## config.mk

```make
export PLATFORM = sky130hd
export DESIGN_NAME = srgb_cmd_fifo
export DESIGN_NICKNAME = d
export VERILOG_FILES = /design/src/hw/rtl/srgb_pkg.sv /design/src/hw/rtl/srgb_cmd_fifo.sv
export SDC_FILE = /design/constraint.sdc
export NUM_CORES = 1
export LEC_CHECK = 0
export ABC_CLOCK_PERIOD_IN_PS = 2600
export BUFFER_PORTS_ARGS = -buffer_cell sky130_fd_sc_hd__buf_2
export CAP_MARGIN = 0
export CORE_ASPECT_RATIO = 1.75
export CORE_UTILIZATION = 41
export CTS_BUF_LIST = sky130_fd_sc_hd__clkbuf_2
export CTS_CLUSTER_DIAMETER = 30
export DETAILED_ROUTE_END_ITERATION = 8
export GPL_ROUTABILITY_DRIVEN = 0
export PLACE_DENSITY_LB_ADDON = 0.2
export SYNTH_ARGS = -nofsm -noshare
export SYNTH_HDL_FRONTEND = slang
export SYNTH_SLANG_ARGS = --single-unit
```

## constraint.sdc

```tcl
create_clock -name clk_i -period 2.6 [get_ports clk_i]
set_input_delay 0 -clock clk_i [delete_from_list [all_inputs] [get_ports clk_i]]
set_output_delay 0 -clock clk_i [all_outputs]
set_load 0.1 [all_outputs]
```

## src/hw/rtl/srgb_pkg.sv

```systemverilog
// ----------------------------------------------------------------------------
// Serial RGB LED driver package
// Shared constants, command codes and types of the serial RGB LED driver.
// ----------------------------------------------------------------------------
`default_nettype none

package srgb_pkg;

  localparam int MaxLeds    = 1024;
  localparam int BitsPerLed = 24;
  localparam int QueueDepth = 2;

  localparam int ColourW   = 24;
  localparam int TickW     = 15;
  localparam int LedTotalW = 11;
  localparam int OpW       = 3;
  localparam int IndexW    = 10;
  localparam int CfgIdxW   = 3;
  localparam int CfgDataW  = 15;

  localparam int LedIdxW = (MaxLeds > 1) ? $clog2(MaxLeds) : 1;
  localparam int CountW  = $clog2(MaxLeds + 1);
  localparam int BitPtrW = $clog2(BitsPerLed);

  localparam logic [OpW-1:0] OpWrite   = 3'd0;
  localparam logic [OpW-1:0] OpRead    = 3'd1;
  localparam logic [OpW-1:0] OpFill    = 3'd2;
  localparam logic [OpW-1:0] OpClear   = 3'd3;
  localparam logic [OpW-1:0] OpRefresh = 3'd4;
  localparam logic [OpW-1:0] OpTick    = 3'd5;

  localparam logic [CfgIdxW-1:0] CfgLedTotal     = 3'd0;
  localparam logic [CfgIdxW-1:0] CfgOneHighTicks  = 3'd1;
  localparam logic [CfgIdxW-1:0] CfgOneLowTicks   = 3'd2;
  localparam logic [CfgIdxW-1:0] CfgZeroHighTicks = 3'd3;
  localparam logic [CfgIdxW-1:0] CfgZeroLowTicks  = 3'd4;

  typedef enum logic [2:0] {
    CMD_WRITE,
    CMD_READ,
    CMD_FILL,
    CMD_CLEAR,
    CMD_REFRESH,
    CMD_TICK,
    CMD_BAD
  } cmd_e;

  typedef enum logic [2:0] {
    ST_INIT,
    ST_IDLE,
    ST_READ,
    ST_SWEEP,
    ST_LOAD
  } back_state_e;

  typedef struct packed {
    cmd_e               cmd;
    logic               in_range;
    logic [IndexW-1:0]  led_index;
    logic [ColourW-1:0] colour;
  } cmd_t;

  typedef struct packed {
    logic [CountW-1:0] leds_used;
    logic [TickW-1:0]  one_high;
    logic [TickW-1:0]  one_low;
    logic [TickW-1:0]  zero_high;
    logic [TickW-1:0]  zero_low;
  } cfg_t;

  typedef struct packed {
    logic               line_level;
    logic [ColourW-1:0] read_colour;
    logic               accepted;
    logic               busy_res;
  } res_t;

  typedef struct packed {
    logic init_busy;
  } back_stat_t;

  function automatic logic [TickW-1:0] phase_len(input logic [TickW-1:0] ticks);
    return (ticks == '0) ? TickW'(1) : ticks;
  endfunction

  function automatic logic led_bit(input logic [ColourW-1:0] word,
                                   input logic [BitPtrW-1:0] bit_ptr);
    int   pos;
    logic b;
    pos = BitsPerLed - 1 - int'(bit_ptr);
    b   = 1'b0;
    if (pos >= 0 && pos < ColourW) begin
      b = word[pos];
    end
    return b;
  endfunction

endpackage

`default_nettype wire

```

## src/hw/rtl/srgb_cmd_fifo.sv

```systemverilog
// ----------------------------------------------------------------------------
// Command queue
// Short first-in first-out queue between the front end and the back end.
// ----------------------------------------------------------------------------
`default_nettype none

module srgb_cmd_fifo import srgb_pkg::*; (
  input  logic clk_i,
  input  logic rst_ni,
  input  logic push_i,
  input  cmd_t cmd_i,
  output logic full_o,
  input  logic pop_i,
  output logic valid_o,
  output cmd_t cmd_o
);

  localparam int PtrW = (QueueDepth > 1) ? $clog2(QueueDepth) : 1;
  localparam int CntW = $clog2(QueueDepth + 1);

  cmd_t            slots_q [QueueDepth];
  logic [PtrW-1:0] wr_ptr_q, wr_ptr_d;
  logic [PtrW-1:0] rd_ptr_q, rd_ptr_d;
  logic [CntW-1:0] cnt_q, cnt_d;

  assign full_o  = cnt_q == CntW'(QueueDepth);
  assign valid_o = cnt_q != '0;
  assign cmd_o   = slots_q[rd_ptr_q];

  always_comb begin
    wr_ptr_d = wr_ptr_q;
    rd_ptr_d = rd_ptr_q;
    cnt_d    = cnt_q;
    if (push_i) begin
      wr_ptr_d = (wr_ptr_q == PtrW'(QueueDepth - 1)) ? '0 : wr_ptr_q + PtrW'(1);
    end
    if (pop_i) begin
      rd_ptr_d = (rd_ptr_q == PtrW'(QueueDepth - 1)) ? '0 : rd_ptr_q + PtrW'(1);
    end
    if (push_i && !pop_i) begin
      cnt_d = cnt_q + CntW'(1);
    end else if (pop_i && !push_i) begin
      cnt_d = cnt_q - CntW'(1);
    end
  end

  always_ff @(posedge clk_i or negedge rst_ni) begin
    if (!rst_ni) begin
      wr_ptr_q <= '0;
      rd_ptr_q <= '0;
      cnt_q    <= '0;
    end else begin
      wr_ptr_q <= wr_ptr_d;
      rd_ptr_q <= rd_ptr_d;
      cnt_q    <= cnt_d;
    end
  end

  always_ff @(posedge clk_i) begin
    if (push_i) begin
      slots_q[wr_ptr_q] <= cmd_i;
    end
  end

endmodule

`default_nettype wire

```

==> summary.txt, run 1 <==
Die
  • Die Area: 7620 µm²
  • Height of the die: 115 µm
  • Top Ports: 82
  • Starting Density: 0.428
  • Total number of placement rows: 40
  • Area inside the core boundary: 6960 µm²
  • Horizontal extent of the die: 66.4 µm

Critical path
  • R2R Path Start: wr_ptr_q
  • Delay of the slowest cell on the worst path: 740 ps
  • Number of cells on the worst reg-to-reg path: 2
  • Worst reg2reg endpoint: slots_q[0][29]
  • Chain of cells forming the critical path: buf_4 > mux2_2 > buf_2
  • Startpoint of the worst setup timing path: rd_ptr_q
  • Count of buffering cells on the critical path with inverters included: 2
  • Kind of cell with the highest combined delay on the critical path: flip-flops
  • CP Class: flip-flop to output pin
  • Setup slack on the worst flop-to-flop path: 1100 ps
  • Data required time at the worst endpoint: 2600 ps
  • Path length in cells of the critical path: 3
  • Worst Setup End Kind: output pin
  • End of the critical path: cmd_o[26]
  • Data arrival time of the critical path: 2200 ps
  • Standard cell with the maximum stage delay on the critical path: dfrtp_2
  • Kind of start point of the critical path: flip-flop
  • Crit Path Max Fanout: 23

CTS
  • Buffer type at the clock tree root: clkbuf_2
  • CTS-repair resized insts: 0
  • Clock buffers created by TritonCTS: 9
  • Source-to-sink clock delay at the later pin of the worst-skew pair: 480 ps
  • Clock Sink Count: 80
  • Clk pin slew, worst setup/hold paths: 180 ps
  • Maximum clock path buffer count: 2
  • # H-tree levels: 3
  • Buffers inserted during post-CTS setup optimization: 0
  • CTS tree: yes
  • Post-CTS Hold Fix Bufs: 42

Yosys
  • Top_reg_cell synth: edfxtp_1
  • Synthesized Nets: 177
  • Most frequent cells after synthesis: 76 x edfxtp_1, 28 x mux2_2, 10 x mux2_4, 4 x dfrtp_1, 4 x xor2_1
  • Cell types with the largest area share after synthesis: edfxtp_1 77%, mux2_2 11%, mux2_4 5.0%, dfrtp_1 3.4%, xor2_1 1.2%
  • Synth Cell Area: 2980 µm²
  • Post-Synthesis Cells: 134
  • Most frequently used cell type in the post-synthesis netlist: edfxtp_1
  • Number of synthesis warnings: 0
  • Number of register bits inferred by synthesis: 80
  • Cell accounting for the most synthesized area: edfxtp_1
  • Mean Syn Cell Area: 22.2 µm²
  • Register area share after synthesis: 0.800
  • Count of flip-flops with a built-in enable after synthesis: 76
  • Async SR Flop Fraction: 0.0500
  • Area fraction of the dominant cell type after synthesis: 0.766
  • Number of unique standard cell types used by synthesis: 15

Run status
  • Run status: finished, final reports clean

Min path
  • HP Class: primary input to flip-flop

Layout
  • NumNets Final: 311
  • Filler Cells Inserted: 549
  • Area Overhead vs Synth: 33.7%
  • Share of final-layout standard cells stronger than drive strength 1: 0.522
  • Cell area after layout: 3980 µm²
  • Combined area of the multi-input logic cells: 559 µm²
  • Number of antenna cells inserted: 0
  • Area of all sequential standard cells: 2380 µm²

Detailed routing
  • Iter 0 DRT Violations: 66
  • Vias/cell: 4.65
  • Sum of routed wire length over all layers: 5.22 mm
  • Number of optimization iterations in the first detailed-route pass: 4
  • Met1 layer wirelength in the final routing: 1.88 mm
  • Amount of wire on met2 after detailed routing: 3.02 mm
  • DR vias: 1657
  • Highest Signal Layer: met4
  • Detailed-route wire length per cell: 14.7 µm
  • Antenna viol nets, final: 0
  • Total length of routed met3 wires: 197 µm
  • Count of unresolved DRC violations after routing: 0

STA
  • Slew headroom: 0.654
  • Final critical path time including I/O delays and setup: 2200 ps
  • Final setup viols: 0
  • Period utilisation layout: 0.847
  • Pins Over Slew Limit: 0
  • Setup repair after global routing missed its margin: false
  • Final Skew: 12.1 ps
  • Fin. Hold Viols: 0
  • Sum Neg Setup Slack: 0 ps
  • FMAX: 454 MHz
  • Transition time at the pin with the least slew margin: 518 ps

Global routing
  • Largest net degree at the start of global routing: 35
  • Global-route total usage across every layer: 0.153
  • GRT Residual Overflow: 0
  • Initial antenna violation count: 0
  • Vias in the first global route: 1815
  • Wire length of the first global-routing pass: 8.14 mm

Place
  • DP Wirelength: 3.28 mm
  • Post-placement cell area: 3490 µm²
  • Count of input and output buffers: 81

Job
  • Max-cap violation count: 0
[registers in the layout (all words and copies together) (netlist names)]
signal / cells
slots_q: 76
cnt_q: 2
rd_ptr_q: 1
wr_ptr_q: 1
[logic make-up (layout without fill, tap and decap cells)]
kind of cell               Yosys count  count (layout)  synth area share
buffers and inverters                5             143            0.0151
and+or+nand+nor                      5               5           0.00966
DFF                                 80              80             0.800
muxes                               38              38             0.156
adders and majority gates            1               1           0.00420
xor gates and xnor gates             5               5            0.0147
[worst min path at each step]
| stage | from | endpoint | slack (ps) | depth (start not counted) |
|---|---|---|---|---|
| after floorplan | rst_ni | cnt_q[0] | -300 | 0 |
| after CTS | pop_i | rd_ptr_q | 150 | 3 |
| after global placement | rst_ni | cnt_q[1] | -190 | 1 |
| after global routing | cmd_i[36] | slots_q[1][36] | 170 | 2 |
| final | pop_i | rd_ptr_q | 220 | 3 |
| after detailed placement | rst_ni | cnt_q[1] | -190 | 1 |
[per-layer routing]
| metal | vias up | GRT usage |
|---|---|---|
| li1 | 791 | - |
| met1 | 810 | 0.154 |
| met2 | 48 | 0.273 |
| met3 | 8 | 0.0377 |
| met4 | 0 | 0.0965 |
| met5 | - | 0 |
[metrics by stage]
step	hold WS, ps	std cells	setup slack (ps)	utilization
2_1_floorplan	-296	134	56.9	-
3_3_place_gp	-185	299	923	0.501
3_5_place_dp	-190	299	895	0.501
4_1_cts	146	356	287	0.572
5_1_grt	171	356	220	0.572
6_report	216	356	397	0.572
[area by class of cell]
cell class,instances,share of cell area
clock buffers,14,0.0176
clock inverters,1,0.00126
inverters,1,0.000943
multi-input cells,49,0.140
flip-flops and latches,80,0.598
well taps,84,0.0264
repair buffers,127,0.215
[placed cells by master (no fill, tap or decap), types with 3 or more instances in the layout]
cell type	count
buf_4	4
dfrtp_1	3
xor2_1	4
buf_2	81
mux2_4	10
clkbuf_2	14
edfxtp_1	76
mux2_2	28
dlygate4sd3_1	42
[worst min-delay path: stages]
cell and delay (ps):
dlygate4sd3_1 520, buf_2 110, xor2_1 60
Power of run 1 is left out: the tool's default activity adds up to more than one toggle a clock period on the data nets, which glitch-free logic cannot reach.
==> inputs of run 2 (changes only) <==
--- a/config.mk
+++ b/config.mk
@@ -5,7 +5,7 @@
 export SDC_FILE = /design/constraint.sdc
 export NUM_CORES = 1
 export LEC_CHECK = 0
-export ABC_CLOCK_PERIOD_IN_PS = 2600
+export ABC_CLOCK_PERIOD_IN_PS = 1830
 export BUFFER_PORTS_ARGS = -buffer_cell sky130_fd_sc_hd__buf_2
 export CAP_MARGIN = 0
 export CORE_ASPECT_RATIO = 1.75
==> constraint.sdc (replaced) <==
create_clock -name clk_i -period 1.83 [get_ports clk_i]
set_input_delay 0 -clock clk_i [delete_from_list [all_inputs] [get_ports clk_i]]
set_output_delay 0 -clock clk_i [all_outputs]
set_load 0.1 [all_outputs]
==> run 2 against run 1 <==
  * Routed wire length increased by 8.7%
  * Critical path depth unchanged
  * First-iteration DRC count down 47%
  * Largest cell class unchanged
  * Critical endpoint is now cmd_o[34]
  * Clock-buffer cell count fell by 4
==> summary.txt, run 2 (synthesis gave the netlist of run 1 again) <==
STA
  • Sum Neg Setup Slack: 0 ps (unchanged)
  • Final critical path time including I/O delays and setup: 1720 ps
  • Fin. Hold Viols: 0 (unchanged)
  • Pins Over Slew Limit: 0 (unchanged)
  • FMAX: 581 MHz
  • Slew headroom: 0.675 (+0.0204)
  • Worst path setup slack after routing: 110 ps (-287 ps)
  • Final setup viols: 0 (unchanged)
  • Period utilisation layout: 0.940
  • Transition time at the pin with the least slew margin: 491 ps (-27.2 ps)
  • Final Skew: 17.7 ps (+5.57 ps)
  • Setup repair after global routing missed its margin: false

Critical path
  • CP Class: flip-flop to output pin
  • Data arrival time of the critical path: 1720 ps (-480 ps)
  • Startpoint of the worst setup timing path: rd_ptr_q
  • Kind of start point of the critical path: flip-flop
  • Delay of the slowest cell on the worst path: 450 ps (-290 ps)
  • Standard cell with the maximum stage delay on the critical path: dfrtp_2
  • Cell mode on critical path: buf_12
  • Data required time at the worst endpoint: 1830 ps (-770 ps)
  • Crit Path Max Fanout: 22 (-4.3%)
  • Chain of cells forming the critical path: buf_12 > mux2_2 > buf_12
  • R2R Path Start: wr_ptr_q
  • Worst Setup End Kind: output pin

Die
  • Total number of placement rows: 40 (unchanged)
  • Starting Density: 0.428 (unchanged)
  • Top Ports: 82 (unchanged)
  • Horizontal extent of the die: 66.4 µm (unchanged)
  • Area inside the core boundary: 6960 µm² (unchanged)
  • Die Area: 7620 µm² (unchanged)
  • Height of the die: 115 µm (unchanged)

CTS
  • Clk pin slew, worst setup/hold paths: 190 ps (about the same)
  • Clock Sink Count: 80 (unchanged)
  • CTS tree: yes
  • Buffer type at the clock tree root: clkbuf_2
  • Clock buffers created by TritonCTS: 9 (unchanged)
  • Maximum clock path buffer count: 2 (unchanged)
  • # H-tree levels: 3 (unchanged)
  • Buffers inserted during post-CTS setup optimization: 0 (unchanged)
  • Source-to-sink clock delay at the later pin of the worst-skew pair: 500 ps (+20 ps)

Detailed routing
  • Highest Signal Layer: met4
  • Iter 0 DRT Violations: 35 (-47%)
  • Number of optimization iterations in the first detailed-route pass: 3 (-1)
  • DR vias: 1692 (+2.1%)
  • Vias/cell: 4.71 (+1.3%)
  • Total length of routed met3 wires: 275 µm (+40%)
  • Sum of routed wire length over all layers: 5.67 mm (+8.7%)
  • Count of unresolved DRC violations after routing: 0 (unchanged)
  • Amount of wire on met2 after detailed routing: 3.37 mm (+12%)
  • Antenna viol nets, final: 0 (unchanged)
  • Met1 layer wirelength in the final routing: 1.90 mm (+1.1%)
  • Detailed-route wire length per cell: 15.8 µm (+7.8%)

Global routing
  • Largest net degree at the start of global routing: 28 (-20%)
  • GRT Residual Overflow: 0 (unchanged)
  • Initial antenna violation count: 0 (unchanged)
  • Global-route total usage across every layer: 0.167 (+0.0142)
  • Vias in the first global route: 1921 (+5.8%)
  • Wire length of the first global-routing pass: 8.95 mm (+9.9%)

Layout
  • Number of antenna cells inserted: 0 (unchanged)
  • Area Overhead vs Synth: 55.9%
  • Largest registers in the final layout: slots_q: 76 flops, cnt_q: 2 flops
  • Core occupancy in the finished layout: 0.667 (+0.0950)
  • Most frequent standard cell in the layout excluding fill and tap cells: edfxtp_1
  • NumNets Final: 313 (+0.64%)
  • Most used cells in the layout excluding fill and tap cells: 76 x edfxtp_1, 43 x buf_2, 42 x dlygate4sd3_1, 42 x buf_12, 28 x mux2_2
  • Filler Cells Inserted: 473 (-14%)
  • Share of final-layout standard cells stronger than drive strength 1: 0.513 (-0.00933)
  • Register with the most flip-flops: slots_q
  • Max reg flops: 76 (unchanged)

Min path
  • HP Class: primary input to flip-flop
  • Worst hold path startpoint: cmd_i[19]

Place
  • Count of input and output buffers: 81 (unchanged)
  • DP Wirelength: 3.61 mm (+10%)
  • DP Worst Slack: 534 ps (-361 ps)

Run status
  • Run status: finished, final reports clean

Job
  • Max-cap violation count: 0 (unchanged)
[run 2: area by class of cell]
class / count / area (µm²) / area share
well taps: 84 / 105 / 0.0226
flip-flops and latches: 80 / 2380 / 0.513
inverters: 1 / 3.75 / 0.000808
repair buffers: 129 / 1490 / 0.321
multi-input cells: 49 / 559 / 0.120
clock buffers: 10 / 50.0 / 0.0108
clock inverters: 6 / 50.0 / 0.0108
[run 2: stage by stage]
stage	hold slack (ps)	cells	cell area (µm²)
5_1_grt	150	359	4640
6_report	196	359	4640
4_1_cts	146	359	4630
2_1_floorplan	-296	134	2980
3_5_place_dp	-184	301	4100
3_3_place_gp	-187	301	4100
[run 2: worst paths after layout]
check	depth (start not counted)	end	slack, ps
setup / recovery	3	cmd_o[34]	110
hold / removal	2	slots_q[1][19]	200
setup reg to reg	2	slots_q[1][20]	500
hold reg to reg	1	cnt_q[1]	500
max in group asynchronous	3	rd_ptr_q	1230
min in group asynchronous	3	rd_ptr_q	410
[run 2: per-layer routing]
layer  vias up  GRT usage
li1        792          -
met1       837      0.155
met2        51      0.317
met3        12     0.0536
met4         0     0.0752
met5         -          0
[run 2: what timing repair did]
action,CTS,global route
hold buffers,42,0
resized for setup,2,4
setup endpoints to repair,19,25
hold endpoints to repair,84,0
[run 2: worst max-delay path: cells and delay by family (launching register included)]
kind                   cells  cell delay [ps]
flip-flops                 1              450
multiplexers               1              390
buffers and inverters      2              360
Power of run 2 is left out for the same reason.
==> inputs of run 3 (changes only) <==
--- a/config.mk
+++ b/config.mk
@@ -14,7 +14,7 @@
 export CTS_CLUSTER_DIAMETER = 30
 export DETAILED_ROUTE_END_ITERATION = 8
 export GPL_ROUTABILITY_DRIVEN = 0
-export PLACE_DENSITY_LB_ADDON = 0.2
+export PLACE_DENSITY = 0.68
 export SYNTH_ARGS = -nofsm -noshare
 export SYNTH_HDL_FRONTEND = slang
 export SYNTH_SLANG_ARGS = --single-unit
==> run 3 against run 2 <==
  * Routed wire length increased by 5.3%
  * Clock-buffer cell count grew 1
  * Worst setup slack worse by 92 ps
  * Critical endpoint is now cmd_o[16]
  * Global-route usage down 0.65 points
  * Utilization up 3.3 points
  * Cell count grew 1.7%
  * Final area rose by 4.9%
  * Maximum frequency fell by 5.1%
  * Critical path depth increased by 1
  * Largest cell class unchanged
  * Hold slack got worse by 1.7 ps
  * Via count rose by 0.65%
==> summary.txt, run 3 (synthesis gave the netlist of run 1 again) <==
Detailed routing
  • Count of unresolved DRC violations after routing: 0 (unchanged)
  • Antenna viol nets, final: 0 (unchanged)
  • Number of optimization iterations in the first detailed-route pass: 4 (+1)
  • Vias/cell: 4.67 (-1.0%)
  • DR vias: 1703 (+0.65%)
  • Detailed-route wire length per cell: 16.4 µm (+3.5%)
  • Iter 0 DRT Violations: 30 (-14%)
  • Sum of routed wire length over all layers: 5.97 mm (+5.3%)

Layout
  • Area Overhead vs Synth: 63.6%
  • Area of all sequential standard cells: 2380 µm² (unchanged)
  • Filler Cells Inserted: 428 (-9.5%)
  • Combined area of the multi-input logic cells: 627 µm² (+12%)
  • Share of final-layout standard cells stronger than drive strength 1: 0.530 (+0.0175)
  • Max reg flops: 76 (unchanged)
  • Cell area after layout: 4870 µm² (+4.9%)
  • Most used cells in the layout excluding fill and tap cells: 76 x edfxtp_1, 43 x buf_2, 43 x buf_12
  • Register with the most flip-flops: slots_q
  • NumNets Final: 319 (+1.9%)
  • Number of antenna cells inserted: 0 (unchanged)
  • Largest registers in the final layout: slots_q: 76 flops, cnt_q: 2 flops
  • Most frequent standard cell in the layout excluding fill and tap cells: edfxtp_1

Critical path
  • Count of buffering cells on the critical path with inverters included: 3 (+1)
  • Standard cell with the maximum stage delay on the critical path: dfrtp_2
  • Data arrival time of the critical path: 1810 ps (+90 ps)
  • CP Class: flip-flop to output pin
  • Worst Setup End Kind: output pin
  • Kind of cell with the highest combined delay on the critical path: flip-flops
  • Crit Path Max Fanout: 8 (-64%)
  • Data required time at the worst endpoint: 1830 ps (about the same)
  • Chain of cells forming the critical path: buf_6 > clkbuf_16 > mux2_4 > buf_12
  • Delay of the slowest cell on the worst path: 490 ps (+40 ps)
  • Kind of start point of the critical path: flip-flop

Die
  • Horizontal extent of the die: 66.4 µm (unchanged)
  • Height of the die: 115 µm (unchanged)
  • Top Ports: 82 (unchanged)
  • Die Area: 7620 µm² (unchanged)
  • Area inside the core boundary: 6960 µm² (unchanged)
  • Total number of placement rows: 40 (unchanged)
  • Starting Density: 0.428 (unchanged)

Global routing
  • Largest net degree at the start of global routing: 39 (+39%)
  • Initial antenna violation count: 0 (unchanged)
  • GRT Residual Overflow: 0 (unchanged)
  • Wire length of the first global-routing pass: 8.48 mm (-5.2%)
  • Vias in the first global route: 1806 (-6.0%)
  • Global-route total usage across every layer: 0.160 (-0.00645)

STA
  • Transition time at the pin with the least slew margin: 487 ps (-4.33 ps)
  • Fin. Hold Viols: 0 (unchanged)
  • Period utilisation layout: 0.991 (+0.0505)
  • FMAX: 552 MHz (-5.1%)
  • Final Skew: 16.6 ps (-1.11 ps)
  • Final critical path time including I/O delays and setup: 1810 ps (+92.5 ps)
  • Final setup viols: 0 (unchanged)
  • Setup repair after global routing missed its margin: true
  • Sum Neg Setup Slack: 0 ps (unchanged)
  • Slew headroom: 0.678 (+0.00287)
  • Pins Over Slew Limit: 0 (unchanged)

Place
  • DP Wirelength: 3.24 mm (-10%)
  • Post-placement cell area: 4110 µm² (+0.24%)
  • Count of input and output buffers: 81 (unchanged)

Job
  • Max-cap violation count: 0 (unchanged)

Run status
  • Run status: finished, final reports clean

CTS
  • CTS tree: yes
  • Source-to-sink clock delay at the later pin of the worst-skew pair: 510 ps (about the same)
  • Clock Sink Count: 80 (unchanged)
  • Maximum clock path buffer count: 2 (unchanged)
  • Buffer type at the clock tree root: clkbuf_2
  • # H-tree levels: 3 (unchanged)
  • Clk pin slew, worst setup/hold paths: 210 ps (+20 ps)
  • Clock buffers created by TritonCTS: 9 (unchanged)

Min path
  • HP Class: primary input to flip-flop
run 3: cell types whose count changed in the layout (fill, tap and decap cells not counted):
cell | before | now
clkinv_1 | 4 | 2
buf_6 | 0 | 1
mux2_4 | 10 | 28
clkbuf_16 | 0 | 3
mux2_2 | 28 | 10
buf_16 | 0 | 1
clkbuf_2 | 10 | 11
buf_12 | 42 | 43
bufinv_16 | 1 | 2
run 3: repair_timing:
item,4_1_cts,5_1_grt
endpoints found under the hold margin,84,0
setup endpoints to repair,34,34
gates cloned,1,3
hold buffers,42,0
pin swaps,0,0
gates resized for setup,1,19
setup buffers,3,1
run 3: final cells by class:
class / instances / area share
well taps: 84 / 0.0216
clock inverters: 5 / 0.0149
repair buffers: 135 / 0.334
multi-input cells: 49 / 0.129
flip-flops and latches: 80 / 0.489
clock buffers: 11 / 0.0113
inverters: 1 / 0.000770
run 3: path summary, 6_finish.rpt:
| path | to | slack [ps] | cells past startpoint | from |
|---|---|---|---|---|
| worst max-delay path | cmd_o[16] | 20 | 4 | rd_ptr_q |
| worst min-delay path | slots_q[1][37] | 190 | 2 | cmd_i[37] |
| min in group asynchronous | rd_ptr_q | 350 | 3 | rst_ni |
| worst min register to register | cnt_q[1] | 500 | 1 | cnt_q[1] |
| max in group asynchronous | rd_ptr_q | 1290 | 3 | rst_ni |
| worst max register to register | slots_q[1][15] | 640 | 2 | wr_ptr_q |
run 3: per-stage QoR:
| step | util | hold slack, ps | setup WS [ps] | cells |
|---|---|---|---|---|
| 2_1_floorplan | - | -296 | 9.89 | 134 |
| 3_3_place_gp | 0.590 | -184 | 563 | 299 |
| 3_5_place_dp | 0.590 | -184 | 548 | 299 |
| 4_1_cts | 0.678 | 134 | -71.6 | 361 |
| 5_1_grt | 0.700 | 126 | -80.4 | 365 |
| 6_report | 0.700 | 195 | 17.4 | 365 |
run 3: per-layer routing:
layer  up-vias  GRT usage  wire, µm
li1        804          -         -
met1       836      0.152      2040
met2        56      0.293      3540
met3         7     0.0446       306
met4         0      0.102        86
met5         -          0         0
Power of run 3 is left out for the same reason.
