--- src/hw/rtl/srgb_pkg.sv ---
// ----------------------------------------------------------------------------
// Serial RGB LED driver package
// Shared constants, command codes and types of the serial RGB LED driver.
// ----------------------------------------------------------------------------
`default_nettype none

package srgb_pkg;

  localparam int MaxLeds    = 1024;
  localparam int BitsPerLed = 24;
  localparam int QueueDepth = 2;

  localparam int ColourW   = 24;
  localparam int TickW     = 15;
  localparam int LedTotalW = 11;
  localparam int OpW       = 3;
  localparam int IndexW    = 10;
  localparam int CfgIdxW   = 3;
  localparam int CfgDataW  = 15;

  localparam int LedIdxW = (MaxLeds > 1) ? $clog2(MaxLeds) : 1;
  localparam int CountW  = $clog2(MaxLeds + 1);
  localparam int BitPtrW = $clog2(BitsPerLed);

  localparam logic [OpW-1:0] OpWrite   = 3'd0;
  localparam logic [OpW-1:0] OpRead    = 3'd1;
  localparam logic [OpW-1:0] OpFill    = 3'd2;
  localparam logic [OpW-1:0] OpClear   = 3'd3;
  localparam logic [OpW-1:0] OpRefresh = 3'd4;
  localparam logic [OpW-1:0] OpTick    = 3'd5;

  localparam logic [CfgIdxW-1:0] CfgLedTotal     = 3'd0;
  localparam logic [CfgIdxW-1:0] CfgOneHighTicks  = 3'd1;
  localparam logic [CfgIdxW-1:0] CfgOneLowTicks   = 3'd2;
  localparam logic [CfgIdxW-1:0] CfgZeroHighTicks = 3'd3;
  localparam logic [CfgIdxW-1:0] CfgZeroLowTicks  = 3'd4;

  typedef enum logic [2:0] {
    CMD_WRITE,
    CMD_READ,
    CMD_FILL,
    CMD_CLEAR,
    CMD_REFRESH,
    CMD_TICK,
    CMD_BAD
  } cmd_e;

  typedef enum logic [2:0] {
    ST_INIT,
    ST_IDLE,
    ST_READ,
    ST_SWEEP,
    ST_LOAD
  } back_state_e;

  typedef struct packed {
    cmd_e               cmd;
    logic               in_range;
    logic [IndexW-1:0]  led_index;
    logic [ColourW-1:0] colour;
  } cmd_t;

  typedef struct packed {
    logic [CountW-1:0] leds_used;
    logic [TickW-1:0]  one_high;
    logic [TickW-1:0]  one_low;
    logic [TickW-1:0]  zero_high;
    logic [TickW-1:0]  zero_low;
  } cfg_t;

  typedef struct packed {
    logic               line_level;
    logic [ColourW-1:0] read_colour;
    logic               accepted;
    logic               busy_res;
  } res_t;

  typedef struct packed {
    logic init_busy;
  } back_stat_t;

  function automatic logic [TickW-1:0] phase_len(input logic [TickW-1:0] ticks);
    return (ticks == '0) ? TickW'(1) : ticks;
  endfunction

  function automatic logic led_bit(input logic [ColourW-1:0] word,
                                   input logic [BitPtrW-1:0] bit_ptr);
    int   pos;
    logic b;
    pos = BitsPerLed - 1 - int'(bit_ptr);
    b   = 1'b0;
    if (pos >= 0 && pos < ColourW) begin
      b = word[pos];
    end
    return b;
  endfunction

endpackage

`default_nettype wire

--- src/hw/rtl/srgb_cmd_if.sv ---
// ----------------------------------------------------------------------------
// Command channel
// Valid/ready channel that carries one command transaction to the driver.
// ----------------------------------------------------------------------------
`default_nettype none

interface srgb_cmd_if import srgb_pkg::*; ();
  logic               valid;
  logic               ready;
  logic [OpW-1:0]     operation;
  logic [IndexW-1:0]  led_index;
  logic [ColourW-1:0] colour_word;

  modport source(output valid, output operation, output led_index, output colour_word,
                 input ready);
  modport sink(input valid, input operation, input led_index, input colour_word,
               output ready);
endinterface

`default_nettype wire

--- src/hw/rtl/srgb_front.sv ---
// ----------------------------------------------------------------------------
// Command front end
// Accepts command transactions, decodes the operation and checks the index.
// ----------------------------------------------------------------------------
`default_nettype none

module srgb_front import srgb_pkg::*; (
  srgb_cmd_if.sink   cmd_i,
  input  cfg_t       cfg_i,
  input  back_stat_t stat_i,
  input  logic       full_i,
  output logic       push_o,
  output cmd_t       cmd_o
);

  assign cmd_i.ready = !full_i && !stat_i.init_busy;
  assign push_o      = cmd_i.valid && cmd_i.ready;

  always_comb begin
    unique case (cmd_i.operation)
      OpWrite:   cmd_o.cmd = CMD_WRITE;
      OpRead:    cmd_o.cmd = CMD_READ;
      OpFill:    cmd_o.cmd = CMD_FILL;
      OpClear:   cmd_o.cmd = CMD_CLEAR;
      OpRefresh: cmd_o.cmd = CMD_REFRESH;
      OpTick:    cmd_o.cmd = CMD_TICK;
      default:   cmd_o.cmd = CMD_BAD;
    endcase
    cmd_o.in_range  = int'(cmd_i.led_index) < int'(cfg_i.leds_used);
    cmd_o.led_index = cmd_i.led_index;
    cmd_o.colour    = cmd_i.colour_word;
  end

endmodule

`default_nettype wire

--- src/flat_wrapper.sv ---
// flat-port wrapper written by rule: the top's interface ports become plain ports
module srgb_front_flat import srgb_pkg::*;
  (cfg_i, stat_i, full_i, push_o, cmd_o, cmd_i_valid, cmd_i_operation, cmd_i_led_index, cmd_i_colour_word, cmd_i_ready);
  srgb_cmd_if cmd_i_i ();
  input  cfg_t cfg_i;
  input  back_stat_t stat_i;
  input  logic full_i;
  output logic push_o;
  output cmd_t cmd_o;
  input wire logic [$bits(cmd_i_i.valid)-1:0] cmd_i_valid;
  input wire logic [$bits(cmd_i_i.operation)-1:0] cmd_i_operation;
  input wire logic [$bits(cmd_i_i.led_index)-1:0] cmd_i_led_index;
  input wire logic [$bits(cmd_i_i.colour_word)-1:0] cmd_i_colour_word;
  output wire logic [$bits(cmd_i_i.ready)-1:0] cmd_i_ready;
  assign cmd_i_i.valid = cmd_i_valid;
  assign cmd_i_i.operation = cmd_i_operation;
  assign cmd_i_i.led_index = cmd_i_led_index;
  assign cmd_i_i.colour_word = cmd_i_colour_word;
  assign cmd_i_ready = cmd_i_i.ready;
  srgb_front u_core (.cmd_i(cmd_i_i), .cfg_i(cfg_i), .stat_i(stat_i), .full_i(full_i), .push_o(push_o), .cmd_o(cmd_o));
endmodule
--- config.mk ---
export PLATFORM = sky130hd
export DESIGN_NAME = srgb_front_flat
export DESIGN_NICKNAME = d
export VERILOG_FILES = /design/src/hw/rtl/srgb_pkg.sv /design/src/hw/rtl/srgb_cmd_if.sv /design/src/hw/rtl/srgb_front.sv /design/src/flat_wrapper.sv
export SDC_FILE = /design/constraint.sdc
export NUM_CORES = 1
export LEC_CHECK = 0
export ABC_CLOCK_PERIOD_IN_PS = 1400
export BUFFER_PORTS_ARGS = -buffer_cell sky130_fd_sc_hd__clkbuf_2
export CAP_MARGIN = 20
export CELL_PAD_IN_SITES_DETAIL_PLACEMENT = 0
export CELL_PAD_IN_SITES_GLOBAL_PLACEMENT = 1
export CORE_ASPECT_RATIO = 1.75
export CORE_UTILIZATION = 10
export DETAILED_ROUTE_END_ITERATION = 7
export PLACE_DENSITY_LB_ADDON = 0.1
export SLEW_MARGIN = 20
export SYNTH_ARGS = -nofsm -noshare
export SYNTH_HDL_FRONTEND = slang
export SYNTH_SLANG_ARGS = --single-unit
--- constraint.sdc ---
create_clock -name vclk -period 1.4
set_input_delay 0.21 -clock vclk [all_inputs]
set_output_delay 0.21 -clock vclk [all_outputs]
set_load 0.05 [all_outputs]
==> run summary, run 1 <==
The flow ran to the end, but the final reports show violations. The checks that failed: setup timing. Of the cells placed in the final design, the portion with a size suffix greater than 1 is ~70%. The final critical-path required period is 1590 ps. The total negative setup slack is -185 ps. Each instance of the synthesized netlist takes up on average 7.24 sq um. The starting density of the core is between 10% and 20%. The distinct cell type count after synthesis came out at 17. The length of the first detailed-routing pass in iterations is 2. Across the VDD grid, the largest voltage drop is 0.130 mV. At the placement stage, the worst setup path has a slack of -317 ps. The internal power of the cells came out at roughly 0.11 mW. Once detail routing completed, the nets flagged for antenna violations numbered 0.

The smallest setup slack after layout is -185 ps. The top-level I/O count is 151. The total wire length came out at 1030 um. The overall track demand over capacity in global routing came out at around 3.4%. The remaining global-route overflow came out at 0. During placement, the flow inserted port buffers numbering 43. The max-capacitance violation count came out at 0. The routability congestion estimate is around 0.56. Of the total power, the clock network draws 0%.

The post-detailed-route DRC marker count came out at 0. The number of hold-slack violations in the final timing report was 0. The total design power is 0.267 mW. The actual transition at the worst max-transition pin is 281 ps.

The final net count came out at 201. STA classifies the critical path endpoint as an output pin. The number of warning messages in the yosys log came out at 0.

The total half-perimeter wirelength after legalization and detailed placement came out at 943 um. The power per unit of standard cell area came out at 408 nW/um^2. The detailed router placed 430 vias in this run. The first global-routing pass estimated 1590 um of wire. The busiest layer in global routing is met2.

The die is about 56 um wide. The static leakage is 0.370 nW. The net load switching power came out at 0.158 mW. The number of pins exceeding their max-slew limit in the final report came out at 0. The net count of the mapped netlist came out at 191. The standard cell core area is roughly 5000 sq um. The portion of the clock cycle consumed by the worst path in the final layout is 113%.

The startpoint identified for the worst hold timing path is cmd_i_colour_word[17]. The type of origin of the critical path is a primary input. At the worst endpoint, the required time is 1190 ps. The tightest hold path in the finished design has a slack of 420 ps.

After layout, the clock buffer instance count stands at 0. The full die area came out at between 5000 and 6000 sq um. The number of fill cells came out at about 550. The switching share of power came out at roughly 60%. The register share of total power came out at 0%. The relative contribution of combinational cells to total power is 100.0%.

Entering global routing, the biggest net connects 3 pins. In this run the worst hold path is classified as primary input to output pin. The number of antenna repair diodes came out at 0. The met2 routing resource usage after global routing is under 10%. The netlist area before placement is 514 sq um.

The flip-flop and latch count is 0. The relative slew slack came out at 81.3%. The via count of the first global-routing pass is 393. The area growth from synthesis to layout came out at 27.0%. The proportion of synthesized chip area in sequential cells is 0%.

In the global route stage, met1 resource usage came out at around 3.3%. The critical path is of the primary input to output pin type. The setup-violating endpoint count in the final report is 1. The initial antenna violation count came to 0. Hold repair after CTS inserted 0 buffers. Using the TritonRoute via totals, the vias-per-cell ratio works out to 3.23. The post-detailed-route wirelength per cell came out at just under 8 um. For this block, the initial DRC count from the detailed router was 1.

Setup repair after global routing could not meet its margin everywhere. The synthesized netlist cell count came out at 71. The cell count of the worst hold path is 0. The register area is 0 sq um.

The data arrival time at the worst-slack endpoint came out at 1380 ps. The path with the worst hold slack has its endpoint at cmd_o[17]. The maximum net fanout on the critical path is 2. The met3 demand-to-capacity share in global routing is less than 1%. The number of core rows came out at 34. The top achievable clock speed came out at 631 MHz. The overall die height came out at roughly 97 um.
## logic make-up (layout without fill, tap and decap cells)
kind of cell | count (synthesis) | after routing | share of synthesized area (%)
buffers and inverters | 46 | 54 | 58.4
adder cells (fa/ha/maj) | 9 | 9 | 21.9
AND/OR/NAND/NOR | 7 | 7 | 8.52
AO/OA/AOI/OAI | 9 | 9 | 11.2
## repair_timing
action                                  in CTS  in global routing
pin swaps                                    6                  6
endpoints found under the setup margin       1                  1
hold endpoints to repair                     0                  0
buffers inserted                             0                  0
gates resized for setup                     10                  8
## cells in the final DEF (no fill, tap or decap), drive strengths merged
cell	n
a31oi	1
nor2	2
nor2b	1
clkbuf	39
o32a	1
inv	10
nand3	1
a21oi	3
o22ai	1
and2	1
o21ai	1
a21o	1
nand2	1
buf	5
a21boi	1
ha	9
nand3b	1
## how the worst max path moves through the flow
| stage | startpoint | end | slack [ps] | cells after the start |
|---|---|---|---|---|
| after floorplan | cfg_i[62] | cmd_o[34] | 1 | 6 |
| final | cfg_i[62] | cmd_o[34] | -190 | 8 |
| after global routing | cfg_i[62] | cmd_o[34] | -240 | 8 |
| after detailed placement | cmd_i_led_index[2] | cmd_o[34] | -320 | 7 |
| after CTS | cmd_i_led_index[2] | cmd_o[34] | -190 | 7 |
| after global placement | cmd_i_led_index[2] | cmd_o[34] | -310 | 7 |
## critical path, stage by stage
cell	delay (ps)
sky130_fd_sc_hd__buf_6	70
sky130_fd_sc_hd__inv_4	30
sky130_fd_sc_hd__ha_4	250
sky130_fd_sc_hd__nand2_2	50
sky130_fd_sc_hd__o21ai_2	110
sky130_fd_sc_hd__a31oi_2	110
sky130_fd_sc_hd__o32a_4	370
sky130_fd_sc_hd__clkbuf_16	170
## power groups by stage
stage | Clock, mW | Sequential, mW | Combinational (mW)
after CTS | 0 | 0 | 0.257
final | 0 | 0 | 0.267
after detailed placement | 0 | 0 | 0.232
after floorplan | 0 | 0 | 0.358
after global placement | 0 | 0 | 0.234
after global routing | 0 | 0 | 0.290
## per-stage QoR
step / util, % / instance area (sq um) / instances
floorplan: - / 529 / 71
global placement: 11.2 / 557 / 133
global route: 13.1 / 653 / 133
detailed placement: 11.2 / 557 / 133
finish: 13.1 / 653 / 133
CTS: 12.5 / 623 / 133
## cell usage after synthesis, drive strengths merged
| cell | n | area, sq um |
|---|---|---|
| buf | 34 | 255 |
| clkbuf | 2 | 7.51 |
| inv | 10 | 37.5 |
| ha | 9 | 113 |
| nor2 | 2 | 7.51 |
| nor2b | 1 | 13.8 |
| nand3b | 1 | 7.51 |
| a21boi | 1 | 7.51 |
| a21oi | 3 | 15.0 |
| o22ai | 1 | 6.26 |
| o21ai | 1 | 5.00 |
| nand3 | 1 | 5.00 |
| a31oi | 1 | 6.26 |
| a21o | 1 | 7.51 |
| and2 | 1 | 6.26 |
| nand2 | 1 | 3.75 |
| o32a | 1 | 10.0 |
## layer usage
metal  vias to the layer above  part of all wire [%]  wire length [um]
li1                        210                     -                 -
met1                       157                    34               355
met2                        47                    45               459
met3                        16                    15               159
met4                         0                   5.2                54
met5                         -                     0                 0
## final cells by class
| type | count | area [sq um] | share of cell area [%] |
|---|---|---|---|
| Inverter | 10 | 40.0 | 6.13 |
| Multi-Input combinational cell | 25 | 270 | 41.4 |
| Tap cell | 54 | 67.6 | 10.3 |
| Timing Repair Buffer | 44 | 275 | 42.1 |
Note: power is estimated with default switching activity, not from simulation.
==> inputs of run 2 (changes only) <==
--- a/config.mk
+++ b/config.mk
@@ -14,6 +14,7 @@
 export CORE_UTILIZATION = 10
 export DETAILED_ROUTE_END_ITERATION = 7
 export PLACE_DENSITY_LB_ADDON = 0.1
+export SETUP_SLACK_MARGIN = 0.2
 export SLEW_MARGIN = 20
 export SYNTH_ARGS = -nofsm -noshare
 export SYNTH_HDL_FRONTEND = slang
==> run summary, run 2 (synthesis results as in run 1) <==
The switching share of power is 59.5% (+0.32 points). STA classifies the critical path endpoint as an output pin. The net load switching power is 0.160 mW (+1.3%). The top achievable clock speed came to 639 MHz (+1.3%). The final critical-path required period came out at 1560 ps (-21.1 ps).

The worst hold path terminates at cmd_o[1]. The final standard cell area without fillers is 667 sq um (+2.1%). The min-delay analysis places its worst path in the category primary input to output pin. The utilization after layout is 13.4% (+0.28 points). The actual transition at the worst max-transition pin is 281 ps (-0.684 ps). The per-cell via count in the routed design is 3.33 (+3.0%). The pin count of the biggest net entering global routing came out at 3 (unchanged). The global-route wire length before repair came out at 1680 um (+6.0%). The remaining number of nets flagged by the antenna check after routing came out at 0 (unchanged).

The length of the first detailed-routing pass in iterations is 2 (unchanged). The count of clock buffers in the final design is 0 (unchanged). The total half-perimeter wirelength after legalization and detailed placement is 1050 um (+11%). The number of antenna repair diodes is 0 (unchanged).

The clock network fraction of total power is 0% (unchanged). The total of buffers placed on input and output ports came to 43 (unchanged). Walking the worst path, the cells encountered are clkbuf_16, inv_12, ha_4, nand2_2, o21ai_1, a31oi_1, o32a_4, clkbuf_16. The number of hold-slack violations in the final timing report came out at 0 (unchanged).

The instance area at placement came out at 599 sq um (+7.6%). The buffers inserted during post-CTS setup optimization came out at 0 (unchanged). The register area came out at 0 sq um (unchanged). The number of core rows is 34 (unchanged). The cell seen most often among critical-path stages is sky130_fd_sc_hd__clkbuf_16. The slowest stage of the critical path is the sky130_fd_sc_hd__o32a_4 cell. The total wire length came out at 1120 um (+8.6%).

The post-detailed-route wirelength per cell is 8.40 um (+8.6%). In the layout the commonest cells are 40 x sky130_fd_sc_hd__clkbuf_2, 8 x sky130_fd_sc_hd__inv_1, 6 x sky130_fd_sc_hd__ha_1. The overall die height came out at 96.9 um (unchanged).

The maximum net fanout on the critical path came out at 2 (unchanged). The post-detailed-route DRC marker count is 0 (unchanged). The final net count came out at 201 (unchanged). The type of origin of the critical path is a primary input. The via count of the first global-routing pass was 426 (+8.4%).

The standard cell core area is 4980 sq um (unchanged). The internal power of the cells was 0.109 mW (about the same). The worst stage delay on the critical path is 320 ps (-50 ps).

The data arrival time at the worst-slack endpoint came out at 1350 ps (-30 ps). The top-level I/O count is 151 (unchanged). The fraction of final layout cells sized beyond drive strength 1 is 68.4% (-1.3 points). The number of pins exceeding their max-slew limit in the final report is 0 (unchanged). The remaining global-route overflow is 0 (unchanged). The cell count of the worst hold path came out at 0 (unchanged). The required arrival time at the worst endpoint is 1190 ps (about the same).

The die boundary width is 56.2 um (unchanged). The max-capacitance violation count came out at 0 (unchanged). The smallest setup slack after layout was -164 ps (+21.1 ps). The worst ir drop on vdd came out at 0.135 mV (+4.2%).

The routability congestion estimate is 0.614 (+9.4%). The number of DRC violations after detailed-routing iteration 0 came to 1 (unchanged). By startpoint and endpoint, the worst setup path is classified as primary input to output pin. The checks that failed: setup timing. The flip-flop and latch count came to 0 (unchanged). The area growth from synthesis to layout is 29.7%. The full die area came out at 5440 sq um (unchanged). The relative contribution of combinational cells to total power was 100.0% (about the same).

The relative slew slack came out at 81.4% (about the same). The starting density of the core came out at 10.3% (unchanged). The register share of total power is 0% (unchanged). The static leakage is 0.372 nW (+0.55%).

The portion of the clock cycle consumed by the worst path in the final layout came out at 112% (-1.5 points). The run finished, with violations left. The initial antenna violation count came to 0 (unchanged).

The overall track demand over capacity in global routing came out at 3.62% (+0.24 points). The total via count after detailed routing came out at 443 (+3.0%). The library cell used most frequently in the layout, excluding fill and tap cells, is sky130_fd_sc_hd__clkbuf_2. Setup repair after global routing could not meet its margin everywhere. The setup-violating endpoint count in the final report came out at 1 (unchanged). The power per unit of standard cell area came out at 403 nW/um^2 (-1.3%).

The hold path startpoint is cmd_i_colour_word[1].
==> run 2: changes by cell type in the layout (fill, tap and decap cells not counted), sizes merged <==
cell / previous run / this run
clkbuf: 39 / 43
buf: 5 / 1
==> run 2: layout make-up <==
type               count  area [sq um]
inverters             10          55.1
well taps             54          67.6
repair buffers        44           272
multi-input cells     25           273
fillers              567          4310
==> run 2: worst max-delay path, delay by kind of cell <==
family / cells / cell delay [ps]
AOI/OAI and AO/OA: 3 / 530
adders and majority gates: 1 / 250
buffers and inverters: 3 / 320
and+or+nand+nor: 1 / 40
==> run 2: worst max-delay path by stage <==
| stage | start | end | slack, ps | depth (start not counted) |
|---|---|---|---|---|
| 2_1_floorplan | stat_i | push_o | 30 | 2 |
| 4_1_cts | cfg_i[62] | cmd_o[34] | -170 | 8 |
| 3_5_place_dp | cfg_i[62] | cmd_o[34] | -290 | 8 |
| 3_3_place_gp | cfg_i[62] | cmd_o[34] | -300 | 8 |
| 5_1_grt | cfg_i[62] | cmd_o[34] | -210 | 8 |
| 6_report | cfg_i[62] | cmd_o[34] | -160 | 8 |
==> run 2: what timing repair did <==
action / in CTS / in global routing
endpoints found under the hold margin: 0 / 0
hold buffers: 0 / 0
endpoints found under the setup margin: 1 / 1
pin swaps: 2 / 2
resized for setup: 7 / 3
==> run 2: power groups by stage <==
stage / registers (mW) / logic, mW / clock network [mW]
after floorplan: 0 / 0.365 / 0
after global placement: 0 / 0.248 / 0
after detailed placement: 0 / 0.246 / 0
after CTS: 0 / 0.265 / 0
after global routing: 0 / 0.290 / 0
final: 0 / 0.269 / 0
==> run 2: stage by stage <==
| stage | TNS (ps) | power (mW) | hold slack, ps | instances | setup WS, ps |
|---|---|---|---|---|---|
| 5_1_grt | -210 | 0.290 | 420 | 133 | -210 |
| 2_1_floorplan | 0 | 0.365 | 514 | 71 | 30.4 |
| 3_5_place_dp | -290 | 0.246 | 420 | 133 | -290 |
| 4_1_cts | -169 | 0.265 | 420 | 133 | -169 |
| 6_report | -164 | 0.269 | 420 | 133 | -164 |
| 3_3_place_gp | -297 | 0.248 | 420 | 133 | -297 |
==> run 2: per-layer routing <==
layer | part of all wire [%] | GRT usage (%) | up-vias | routed length (um)
met5 | 0 | 0 | - | 0
met4 | 4.2 | 1.88 | 0 | 47
met3 | 18 | 0.668 | 14 | 201
met2 | 44 | 6.68 | 56 | 490
met1 | 34 | 3.73 | 163 | 377
li1 | - | - | 210 | -
==> inputs of run 3 (changes only) <==
--- a/config.mk
+++ b/config.mk
@@ -5,6 +5,7 @@
 export SDC_FILE = /design/constraint.sdc
 export NUM_CORES = 1
 export LEC_CHECK = 0
+export ABC_AREA = 1
 export ABC_CLOCK_PERIOD_IN_PS = 1400
 export BUFFER_PORTS_ARGS = -buffer_cell sky130_fd_sc_hd__clkbuf_2
 export CAP_MARGIN = 20
==> run summary, run 3 <==
The global-route wire length before repair was 1610 um (-4.1%). The number of warning messages in the yosys log came out at 0 (unchanged). The worst setup path is captured at an output pin.

The actual transition at the worst max-transition pin is 278 ps (-2.46 ps). The routed length on met3 came out at 206 um (+2.5%). The setup-violating endpoint count in the final report was 0 (-1). The number of core rows came out at 35 (+2.9%). The remaining number of nets flagged by the antenna check after routing is 0 (unchanged). The per-cell via count in the routed design is 2.86 (-14%). The run finished with clean final reports.

By count the netlist is led by 34 x sky130_fd_sc_hd__buf_4, 15 x sky130_fd_sc_hd__inv_1, 15 x sky130_fd_sc_hd__nand2_1. The register area came out at 0 sq um (unchanged). The post-detailed-route DRC marker count came out at 0 (unchanged). The required arrival time at the worst endpoint came out at 1190 ps (about the same). The count of clock buffers in the final design came out at 0 (unchanged).

The worst ir drop on vdd came out at 0.0745 mV (-45%). The overall track demand over capacity in global routing came out at 3.29% (-0.33 points). The final hold slack was 420 ps (unchanged).

The remaining global-route overflow came out at 0 (unchanged). The amount of wire on met2 after detailed routing came out at 431 um (-12%). The area growth from synthesis to layout is 31.5%. The max-capacitance violation count is 0 (unchanged). The starting density of the core is 10.5% (+0.16 points).

By startpoint and endpoint, the worst setup path is classified as primary input to output pin. The routability congestion estimate came out at 0.622 (+1.3%). The distinct cell type count after synthesis is 12 (-5). The die boundary width was 58.6 um (+4.2%). The static leakage was 0.406 nW (+9.1%). The post-detailed-route wirelength per cell is 6.35 um (-24%). The net count of the mapped netlist is 208 (+8.9%). The proportion of synthesized chip area in sequential cells was 0% (unchanged). The length of the first detailed-routing pass in iterations came out at 2 (unchanged).

The total via count after detailed routing is 486 (+9.7%). The wire length the detailed router placed on met1 is 425 um (+13%). The flip-flop and latch count is 0 (unchanged). STA classifies the critical path startpoint as a primary input. The total wire length is 1080 um (-3.4%). The full die area is 5920 sq um (+8.7%). The top achievable clock speed came out at 723 MHz (+13%). The final critical-path required period came out at 1380 ps (-180 ps). The relative slew slack is 81.5% (+0.16 points). The cell taking the most area after synthesis is sky130_fd_sc_hd__buf_4.

The synthesized netlist cell count came out at 88 (+24%). The standard cell core area is 5340 sq um (+7.3%). The number of DRC violations after detailed-routing iteration 0 is 1 (unchanged). The overall die height is 101 um (+4.3%). The utilization after layout is 13.8% (+0.40 points).

The total of buffers placed on input and output ports is 43 (unchanged). The most used standard cell by instance count after synthesis is sky130_fd_sc_hd__buf_4. The buffers inserted during post-CTS setup optimization came to 0 (unchanged). The number of antenna repair diodes was 0 (unchanged). The netlist area before placement is 561 sq um (+9.0%). The portion of the clock cycle consumed by the worst path in the final layout was 98.8% (-13 points). The highest routed metal layer is met4.

The final net count is 218 (+8.5%). In the layout the commonest cells are 40 x sky130_fd_sc_hd__clkbuf_2, 14 x sky130_fd_sc_hd__nand2_1, 10 x sky130_fd_sc_hd__inv_1. The number of pins exceeding their max-slew limit in the final report is 0 (unchanged). The worst min-delay path category is primary input to output pin. The synthesized area per cell was 6.37 sq um (-12%). The maximum net fanout on the critical path is 2 (unchanged).

The top-level I/O count was 151 (unchanged). The total negative setup slack came out at 0 ps (+164 ps). The total design power came out at 0.278 mW (+3.6%).

The number of hold-slack violations in the final timing report is 0 (unchanged). The share of the synthesized area in the top cell type is 45.5% (-4.1 points). The power per unit of standard cell area came out at 378 nW/um^2 (-6.3%).

The total half-perimeter wirelength after legalization and detailed placement came out at 1010 um (-3.8%). The pin count of the biggest net entering global routing came to 3 (unchanged). The initial antenna violation count was 0 (unchanged). The via count of the first global-routing pass came out at 410 (-3.8%).

The fraction of final layout cells sized beyond drive strength 1 is 66.7% (-1.7 points). In the post-synthesis netlist, the biggest area contributors are sky130_fd_sc_hd__buf_4 46%, sky130_fd_sc_hd__ha_1 20%, sky130_fd_sc_hd__inv_1 10%, sky130_fd_sc_hd__nand2_1 10%, sky130_fd_sc_hd__nor2_1 4.0%. Leaving out fill and tap cells, the most frequent cell in the layout is sky130_fd_sc_hd__clkbuf_2.

The data arrival time at the worst-slack endpoint came out at 1170 ps (-180 ps). Setup repair after global routing could not meet its margin everywhere.
==> run 3: worst max-delay path: stages <==
cell	delay (ps)
sky130_fd_sc_hd__buf_6	90
sky130_fd_sc_hd__inv_4	50
sky130_fd_sc_hd__ha_4	190
sky130_fd_sc_hd__a21o_1	160
sky130_fd_sc_hd__nor2_2	120
sky130_fd_sc_hd__nor2_2	50
sky130_fd_sc_hd__nor2_2	140
sky130_fd_sc_hd__buf_12	150
==> run 3: repair_timing <==
item	CTS	global route
pin swaps	3	9
hold buffers	0	0
resized for setup	6	14
gates cloned	0	0
setup endpoints to repair	1	1
==> run 3: cell families after synthesis <==
logic type / after synthesis / synth area share, %
AO/OA/AOI/OAI: 5 / 6.47
adder cells (fa/ha/maj): 9 / 20.1
buffers and inverters: 51 / 56.9
AND/OR/NAND/NOR: 23 / 16.5
==> run 3: power by group <==
part           leakage [nW]  switching [mW]  internal, mW
Sequential                0               0             0
Combinational         0.406           0.173         0.105
Clock                     0               0             0
==> run 3: path summary, 6_finish.rpt <==
kind / depth (start not counted) / start / end
hold / removal: 0 / cmd_i_colour_word[0] / cmd_o[0]
setup / recovery: 8 / cfg_i[62] / cmd_o[34]
==> run 3: cell type report <==
| type | count | area, sq um |
|---|---|---|
| timing repair buffer | 44 | 246 |
| fill | 653 | 4610 |
| multi-input combinational | 37 | 339 |
| inverter | 15 | 58.8 |
| tap | 74 | 92.6 |
==> run 3: per-layer routing <==
metal / global-route usage [%] / vias to the layer above
met5: 0 / -
met3: 1.03 / 6
met4: 1.10 / 0
li1: - / 250
met2: 5.57 / 47
met1: 3.84 / 183
==> run 3: stage by stage <==
stage / cells / worst slack (ps) / instance area [sq um]
global placement: 170 / -109 / 636
detailed placement: 170 / -105 / 636
finish: 170 / 16.3 / 737
global route: 170 / -39.6 / 737
CTS: 170 / -35.9 / 692
floorplan: 88 / -57.3 / 568
